[config.mk]
export PLATFORM = sky130hd
export DESIGN_NAME = escpos_text_extractor_top
export DESIGN_NICKNAME = d
export VERILOG_FILES = /design/src/rtl/core/ete_pkg.sv /design/src/rtl/core/ete_parser.sv /design/src/rtl/core/ete_serializer.sv /design/src/rtl/core/escpos_text_extractor_top.sv
export SDC_FILE = /design/constraint.sdc
export NUM_CORES = 1
export LEC_CHECK = 0
export ABC_CLOCK_PERIOD_IN_PS = 2800
export BUFFER_PORTS_ARGS = -buffer_cell sky130_fd_sc_hd__buf_2
export CAP_MARGIN = 0
export CORE_MARGIN = 2
export CORE_UTILIZATION = 55
export CTS_BUF_LIST = sky130_fd_sc_hd__clkbuf_4 sky130_fd_sc_hd__clkbuf_8
export DETAILED_ROUTE_END_ITERATION = 7
export PLACE_DENSITY_LB_ADDON = 0.12
export RECOVER_POWER = 25
export SYNTH_ARGS = -nofsm -noshare
export SYNTH_HDL_FRONTEND = slang
export SYNTH_SLANG_ARGS = --single-unit
[constraint.sdc]
create_clock -name aclk -period 2.8 [get_ports aclk]
set_input_delay 0.14 -clock aclk [delete_from_list [all_inputs] [get_ports aclk]]
set_output_delay 0.14 -clock aclk [all_outputs]
set_load 0.02 [all_outputs]
[src/rtl/core/ete_pkg.sv]
package ete_pkg;

    // Receive buffer size in bytes; bytes past this count are ignored.
    localparam int BUFFER_BYTES = 4096;
    localparam int CNT_W        = $clog2(BUFFER_BYTES + 1);

    localparam int MAX_RESULTS  = 3;

    localparam logic [1:0] KIND_TEXT    = 2'd0;
    localparam logic [1:0] KIND_LINE    = 2'd1;
    localparam logic [1:0] KIND_RECEIPT = 2'd2;

    typedef struct packed {
        logic [7:0] char_code;
        logic [7:0] spaces_before;
        logic [1:0] result_kind;
    } ete_result_t;

    typedef struct packed {
        logic [1:0]                        count;
        ete_result_t [MAX_RESULTS-1:0]     item;
    } ete_bundle_t;

endpackage

[src/rtl/core/ete_parser.sv]
module ete_parser
    import ete_pkg::*;
(
    input  logic        aclk,
    input  logic        aresetn,
    input  logic        advance,
    input  logic [7:0]  data_byte,
    input  logic        end_of_receipt,
    output ete_bundle_t bundle
);

    localparam logic [3:0] M_IDLE      = 4'd0;
    localparam logic [3:0] M_ESC_CMD   = 4'd1;
    localparam logic [3:0] M_GS_CMD    = 4'd2;
    localparam logic [3:0] M_GSK_TYPE  = 4'd3;
    localparam logic [3:0] M_GSK_COUNT = 4'd4;
    localparam logic [3:0] M_GSK_NUL   = 4'd5;
    localparam logic [3:0] M_GSP_FN    = 4'd6;
    localparam logic [3:0] M_GSP_LO    = 4'd7;
    localparam logic [3:0] M_GSP_HI    = 4'd8;
    localparam logic [3:0] M_SKIP      = 4'd9;

    localparam logic [7:0] B_ESC = 8'h1B;
    localparam logic [7:0] B_GS  = 8'h1D;
    localparam logic [7:0] B_FS  = 8'h1C;
    localparam logic [7:0] B_DLE = 8'h10;
    localparam logic [7:0] B_LF  = 8'h0A;
    localparam logic [7:0] B_CR  = 8'h0D;
    localparam logic [7:0] B_HT  = 8'h09;
    localparam logic [7:0] B_SP  = 8'h20;
    localparam logic [7:0] TOP_PRINTABLE = 8'h7E;
    localparam logic [7:0] EXT_BASE      = 8'h80;
    localparam logic [7:0] GSK_MIN_COUNTED = 8'd65;

    logic [3:0]       mode_reg,    mode_next;
    logic [15:0]      skip_reg,    skip_next;
    logic [7:0]       lo_reg,      lo_next;
    logic             lht_reg,     lht_next;
    logic [7:0]       pend_reg,    pend_next;
    logic [CNT_W-1:0] cnt_reg,     cnt_next;

    logic             proc_emit;
    ete_result_t      proc_res;
    logic [8:0]       pend_sum;
    logic [7:0]       space_add;
    logic             do_space;
    logic             do_skip;
    logic [15:0]      skip_len;
    logic [1:0]       n;

    always_comb begin
        mode_next = mode_reg;
        skip_next = skip_reg;
        lo_next   = lo_reg;
        lht_next  = lht_reg;
        pend_next = pend_reg;
        cnt_next  = cnt_reg;
        proc_emit = 1'b0;
        proc_res  = '0;
        do_space  = 1'b0;
        space_add = 8'd0;
        do_skip   = 1'b0;
        skip_len  = 16'd0;

        if (cnt_reg < CNT_W'(BUFFER_BYTES)) begin
            cnt_next = cnt_reg + CNT_W'(1);
            unique case (mode_reg)
                M_IDLE: begin
                    if (data_byte == B_ESC) begin
                        mode_next = M_ESC_CMD;
                    end else if (data_byte == B_GS) begin
                        mode_next = M_GS_CMD;
                    end else if (data_byte == B_FS) begin
                        do_skip  = 1'b1;
                        skip_len = 16'd2;
                    end else if (data_byte == B_DLE) begin
                        do_skip  = 1'b1;
                        skip_len = 16'd3;
                    end else if (data_byte == B_LF || data_byte == B_CR) begin
                        if (lht_reg) begin
                            proc_emit = 1'b1;
                            proc_res.result_kind = KIND_LINE;
                        end
                        lht_next  = 1'b0;
                        pend_next = 8'd0;
                    end else if (data_byte == B_HT) begin
                        do_space  = 1'b1;
                        space_add = 8'd4;
                    end else if (data_byte == B_SP) begin
                        do_space  = 1'b1;
                        space_add = 8'd1;
                    end else if ((data_byte > B_SP && data_byte <= TOP_PRINTABLE) ||
                                 data_byte >= EXT_BASE) begin
                        proc_emit = 1'b1;
                        proc_res.result_kind   = KIND_TEXT;
                        proc_res.spaces_before = pend_reg;
                        proc_res.char_code     = data_byte;
                        pend_next = 8'd0;
                        lht_next  = 1'b1;
                    end
                end
                M_ESC_CMD: begin
                    if (data_byte == "E" || data_byte == "a" || data_byte == "!" ||
                        data_byte == "d" || data_byte == "J" || data_byte == "M" ||
                        data_byte == "R" || data_byte == "t") begin
                        do_skip  = 1'b1;
                        skip_len = 16'd1;
                    end else if (data_byte == "p") begin
                        do_skip  = 1'b1;
                        skip_len = 16'd3;
                    end else begin
                        mode_next = M_IDLE;
                    end
                end
                M_GS_CMD: begin
                    if (data_byte == "k") begin
                        mode_next = M_GSK_TYPE;
                    end else if (data_byte == "(") begin
                        mode_next = M_GSP_FN;
                    end else begin
                        do_skip  = 1'b1;
                        skip_len = 16'd1;
                    end
                end
                M_GSK_TYPE: begin
                    mode_next = (data_byte >= GSK_MIN_COUNTED) ? M_GSK_COUNT : M_GSK_NUL;
                end
                M_GSK_COUNT: begin
                    do_skip  = 1'b1;
                    skip_len = {8'd0, data_byte};
                end
                M_GSK_NUL: begin
                    if (data_byte == 8'd0) begin
                        mode_next = M_IDLE;
                    end
                end
                M_GSP_FN: begin
                    mode_next = M_GSP_LO;
                end
                M_GSP_LO: begin
                    lo_next   = data_byte;
                    mode_next = M_GSP_HI;
                end
                M_GSP_HI: begin
                    do_skip  = 1'b1;
                    skip_len = {data_byte, lo_reg};
                end
                M_SKIP: begin
                    skip_next = (skip_reg != 16'd0) ? skip_reg - 16'd1 : skip_reg;
                    if (skip_next == 16'd0) begin
                        mode_next = M_IDLE;
                    end
                end
                default: begin
                    mode_next = M_IDLE;
                end
            endcase
        end

        // Spaces count only after text on this line; saturate at 255.
        pend_sum = {1'b0, pend_reg} + {1'b0, space_add};
        if (do_space && lht_reg) begin
            pend_next = pend_sum[8] ? 8'hFF : pend_sum[7:0];
        end

        if (do_skip) begin
            skip_next = skip_len;
            mode_next = (skip_len != 16'd0) ? M_SKIP : M_IDLE;
        end

        // Collect results in order: processed byte, closing line end, receipt end.
        bundle = '0;
        n      = 2'd0;
        if (proc_emit) begin
            bundle.item[n] = proc_res;
            n = n + 2'd1;
        end
        if (end_of_receipt) begin
            if (lht_next) begin
                bundle.item[n].result_kind = KIND_LINE;
                n = n + 2'd1;
            end
            bundle.item[n].result_kind = KIND_RECEIPT;
            n = n + 2'd1;
            mode_next = M_IDLE;
            skip_next = 16'd0;
            lo_next   = 8'd0;
            lht_next  = 1'b0;
            pend_next = 8'd0;
            cnt_next  = '0;
        end
        bundle.count = n;
    end

    always_ff @(posedge aclk) begin
        if (!aresetn) begin
            mode_reg <= M_IDLE;
            skip_reg <= 16'd0;
            lo_reg   <= 8'd0;
            lht_reg  <= 1'b0;
            pend_reg <= 8'd0;
            cnt_reg  <= '0;
        end else if (advance) begin
            mode_reg <= mode_next;
            skip_reg <= skip_next;
            lo_reg   <= lo_next;
            lht_reg  <= lht_next;
            pend_reg <= pend_next;
            cnt_reg  <= cnt_next;
        end
    end

endmodule

[src/rtl/core/ete_serializer.sv]
module ete_serializer
    import ete_pkg::*;
(
    input  logic        aclk,
    input  logic        aresetn,
    input  logic        bnd_we,
    input  ete_bundle_t bnd_in,
    output logic        bnd_ready,
    output logic        m_tvalid,
    input  logic        m_tready,
    output logic [23:0] m_tdata,
    output logic        m_tlast
);

    logic        bnd_vld_reg;
    ete_bundle_t bnd_reg;
    logic [1:0]  idx_reg;
    logic        out_vld_reg;
    ete_result_t out_reg;
    logic        out_last_reg;

    logic        out_load;
    logic        bnd_take;
    logic        idx_last;
    logic        bnd_done;

    assign out_load  = !out_vld_reg || m_tready;
    assign bnd_take  = bnd_vld_reg && out_load;
    assign idx_last  = (idx_reg == 2'(bnd_reg.count - 2'd1));
    assign bnd_done  = bnd_take && idx_last;
    assign bnd_ready = !bnd_vld_reg || bnd_done;

    always_ff @(posedge aclk) begin
        if (!aresetn) begin
            bnd_vld_reg <= 1'b0;
            idx_reg     <= 2'd0;
            out_vld_reg <= 1'b0;
        end else begin
            if (bnd_we && bnd_in.count != 2'd0) begin
                bnd_vld_reg <= 1'b1;
                idx_reg     <= 2'd0;
            end else if (bnd_done) begin
                bnd_vld_reg <= 1'b0;
            end else if (bnd_take) begin
                idx_reg <= idx_reg + 2'd1;
            end
            if (out_load) begin
                out_vld_reg <= bnd_vld_reg;
            end
        end
    end

    always_ff @(posedge aclk) begin
        if (bnd_we) begin
            bnd_reg <= bnd_in;
        end
        if (bnd_take) begin
            out_reg      <= bnd_reg.item[idx_reg];
            out_last_reg <= idx_last;
        end
    end

    assign m_tvalid = out_vld_reg;
    assign m_tdata  = {6'd0, out_reg};
    assign m_tlast  = out_last_reg;

endmodule

[src/rtl/core/escpos_text_extractor_top.sv]
// Path: the first result of a byte reaches m_tdata through the input register,
//   then the bundle register, then the output register.
// Throughput: one byte per cycle while m_tready is high and no byte yields more than
//   one result; a byte with more (up to 3) holds the input until its last is loaded.
// Reset: aresetn is synchronous, active low; it returns the parser to text mode,
//   clears counters and line state, and empties all stages.
module escpos_text_extractor_top
    import ete_pkg::*;
(
    input  logic        aclk,
    input  logic        aresetn,
    input  logic        s_tvalid,
    output logic        s_tready,
    input  logic [7:0]  s_tdata,   // [7:0] data_byte
    input  logic        s_tlast,   // end_of_receipt
    output logic        m_tvalid,
    input  logic        m_tready,
    output logic [23:0] m_tdata,   // [1:0] result_kind, [9:2] spaces_before,
                                   // [17:10] char_code, [23:18] zero
    output logic        m_tlast    // last_of_run
);

    // Input register: holds one byte until the bundle stage can take it.
    logic        in_vld_reg;
    logic [7:0]  in_byte_reg;
    logic        in_eor_reg;

    logic        bnd_ready;
    logic        advance;
    ete_bundle_t bundle;

    // Advance the parser when the bundle stage frees up this cycle.
    assign advance  = in_vld_reg && bnd_ready;
    assign s_tready = !in_vld_reg || advance;

    always_ff @(posedge aclk) begin
        if (!aresetn) begin
            in_vld_reg <= 1'b0;
        end else if (s_tready) begin
            in_vld_reg <= s_tvalid;
        end
    end

    always_ff @(posedge aclk) begin
        if (s_tvalid && s_tready) begin
            in_byte_reg <= s_tdata;
            in_eor_reg  <= s_tlast;
        end
    end

    // Command decode, space and line tracking; yields up to three results per byte.
    ete_parser u_parser (
        .aclk           (aclk),
        .aresetn        (aresetn),
        .advance        (advance),
        .data_byte      (in_byte_reg),
        .end_of_receipt (in_eor_reg),
        .bundle         (bundle)
    );

    // Hold the result bundle and send its items one per cycle, while m_tready is high,
    // through the output register; last_of_run marks the final one.
    ete_serializer u_serializer (
        .aclk      (aclk),
        .aresetn   (aresetn),
        .bnd_we    (advance),
        .bnd_in    (bundle),
        .bnd_ready (bnd_ready),
        .m_tvalid  (m_tvalid),
        .m_tready  (m_tready),
        .m_tdata   (m_tdata),
        .m_tlast   (m_tlast)
    );

endmodule

==> results.tsv <==
metric	value	unit
clk_latency	0.39	ns
synth.ff_latch_count	106	
postSynthAreaPerCell	9.25	µm²
worstPathCellList	buf_4 -> or4_4 -> nor2_1 -> o21ai_2 -> buf_4 -> or2_2 -> and2_4 -> inv_1 -> ha_1 -> and2_1 -> and3b_1	
synth_edf_count	51	
grt_pass1_wl	23100	µm
cp_max_fo	7	
die_height	108	µm
vias	5219	
cp_slowest_stage_delay	0.55	ns
wirelength	14600	µm
htreeDepth	3	
setup_viol	0	
final_cell_mix	79 x buf_4, 66 x nor2_1, 55 x dfxtp_1	
rows	38	
wl_per_cell	16.5	µm
fin_crit	2.78	ns
drive_above_1_share	21.2	%
cts_tree	done	
p_int	2.25	mW
slowest_stage	or4_4	
slew_headroom	51.9	%
final_area	7160	µm²
dp_slack	-0.0354	ns
syn_area	6000	µm²
finalCritPeriodShare	99.5	%
dr.pass1.iters	5	
path_buf_inv	3	
via_per_inst	5.88	
grt_pass1_vias	4785	
startpoint_type	flop	
fillCellCount	912	
dpl.hpwl	10400	µm
crit_type	reg2reg	
ir_drop	0.000400	V
synth_cells	648	
area_delta_synth_final	19.4	%
worstMarginPinSlew	0.721	ns
sw_frac_of_total	26.6	%
p_switching	0.815	mW
hold_viol_final	0	
crit_path_frequent_cell	buf_4	
synth.distinct_cells	78	
fp.dieW	108	µm
power_frac_seq	55.7	%
coreArea	10700	µm²
drtIter0Drc	529	
async_reset_ff_share	0	%
worstPathRequired	2.95	ns
slew_violations	0	
drv_cap	0	
ioPinCount	40	
placed_area	6660	µm²
max_freq	0.359	GHz
numPortBuffers	33	
ant_nets	0	
track_usage	25.3	%
cts_sinks	106	
antenna_cells	0	
globalplace.congestion	0.945	
antenna_found_initial	0	
initial_core_util	55.8	%
ys_seq_area_share	43.9	%
critPathTopFamily	simple AND/OR/NAND/NOR gates	
clockRootBuffer	clkbuf_8	
largest_register_ffs	23	
die-area	11800	µm²
min_path_type	in2reg	
final_nets	763	
clock_skew	0.00598	ns
critPathArrivalTime	2.94	ns
clkTransAtPathRegs	0.10	ns
power.density	429	nW/µm²
grt_max_degree	38	
cts_buffer_depth	2	
endpoint_kind	flop	
numCtsBuffers	9	
combPwrFrac	12.4	%
p_clk_share	31.9	%
grt-ovfl-total	0	
synth_flop_cell	dfxtp_1	
yosys_warnings	0	
p_leak	2.71	nW
status	finished clean	
route.detailed.drc	0	
worst_slack	0.0151	ns
final_common_cell	buf_4	
[power groups by stage]
stage,combinational [mW],clock (mW),sequential [mW]
floorplan,0.215,0,1.75
global placement,0.329,0,1.74
detailed placement,0.336,0,1.75
CTS,0.352,0.996,1.71
global route,0.414,1.06,1.72
finish,0.380,0.980,1.71
[kinds of logic after synthesis]
group | Yosys count | synth area share, %
multiplexers | 21 | 3.55
buffers and inverters | 70 | 5.49
adder cells (fa/ha/maj) | 8 | 1.67
AND/OR/NAND/NOR | 278 | 25.7
other | 1 | 0.0625
flip-flops | 106 | 43.9
AO/OA/AOI/OAI | 147 | 17.1
XOR/XNOR | 17 | 2.48
[cells in the mapped netlist, types with 7 or more instances]
| cell | count | share of area, % |
|---|---|---|
| nand2_1 | 53 | 3.3 |
| a211oi_1 | 9 | 1.1 |
| clkbuf_1 | 28 | 1.8 |
| o21ai_0 | 24 | 2.0 |
| a21oi_1 | 30 | 2.5 |
| a22oi_1 | 24 | 3.0 |
| nor4_1 | 7 | 0.73 |
| nor3_1 | 18 | 1.5 |
| buf_4 | 8 | 1.0 |
| nor2_1 | 66 | 4.1 |
| ha_1 | 8 | 1.7 |
| and2_1 | 38 | 4.0 |
| or3_1 | 10 | 1.0 |
| mux2i_1 | 19 | 3.2 |
| dfxtp_1 | 55 | 18 |
| nor2b_1 | 10 | 1.0 |
| xnor2_1 | 12 | 1.8 |
| inv_1 | 20 | 1.3 |
| nand3_1 | 15 | 1.3 |
| edfxtp_1 | 51 | 26 |
| and3_1 | 7 | 0.73 |
[worst paths after layout]
check,slack (ns),cells after the start,start,end
worst max-delay path,0.02,11,in_byte_reg[5]$_DFFE_PP_,u_serializer.bnd_reg[0]$_DFFE_PP_
worst max register to register,0.02,11,in_byte_reg[5]$_DFFE_PP_,u_serializer.bnd_reg[0]$_DFFE_PP_
worst min-delay path,0.03,3,s_tvalid,in_vld_reg$_SDFFE_PN0N_
worst min register to register,0.49,2,u_parser.cnt_reg[10]$_SDFFE_PN0P_,u_parser.cnt_reg[10]$_SDFFE_PN0P_
[what timing repair did]
item,4_1_cts,5_1_grt
endpoints found under the hold margin,9,0
gates cloned,0,1
hold buffers,9,0
gates resized for setup,2,32
buffers inserted,3,9
pin swaps,1,11
setup endpoints to repair,10,33
[per-layer routing]
metal	up-vias	GRT usage, %	part of all wire [%]
li1	2534	-	-
met1	2492	34.2	46
met2	170	39.7	47
met3	23	6.03	5.4
met4	0	8.79	1.7
met5	-	0	0
[worst min-delay path: cells and delay by family]
| kind | cells | cell delay, ns |
|---|---|---|
| AOI/OAI and AO/OA | 1 | 0.12 |
| buffers and inverters | 2 | 0.13 |
[metrics by stage]
stage / hold slack, ns / TNS, ns / total power [mW] / cells / utilization, %
CTS: 0.0169 / 0 / 3.06 / 877 / 64.9
detailed placement: 0.318 / -0.208 / 2.08 / 849 / 62.0
global route: 0.0360 / -0.491 / 3.19 / 887 / 66.6
floorplan: 0.239 / 0 / 1.97 / 653 / -
finish: 0.0266 / 0 / 3.07 / 887 / 66.6
global placement: 0.319 / -0.130 / 2.07 / 849 / 62.0
[layout make-up]
| type | instances | area (µm²) | share of cell area, % |
|---|---|---|---|
| multi-input combinational | 477 | 3190 | 44.6 |
| sequential | 106 | 2630 | 36.8 |
| timing repair buffer | 126 | 876 | 12.2 |
| tap | 140 | 175 | 2.45 |
| clock buffer | 9 | 124 | 1.73 |
| inverter | 22 | 82.6 | 1.15 |
| clock inverter | 7 | 75.1 | 1.05 |
No activity file was read; power rests on OpenSTA's default activity.
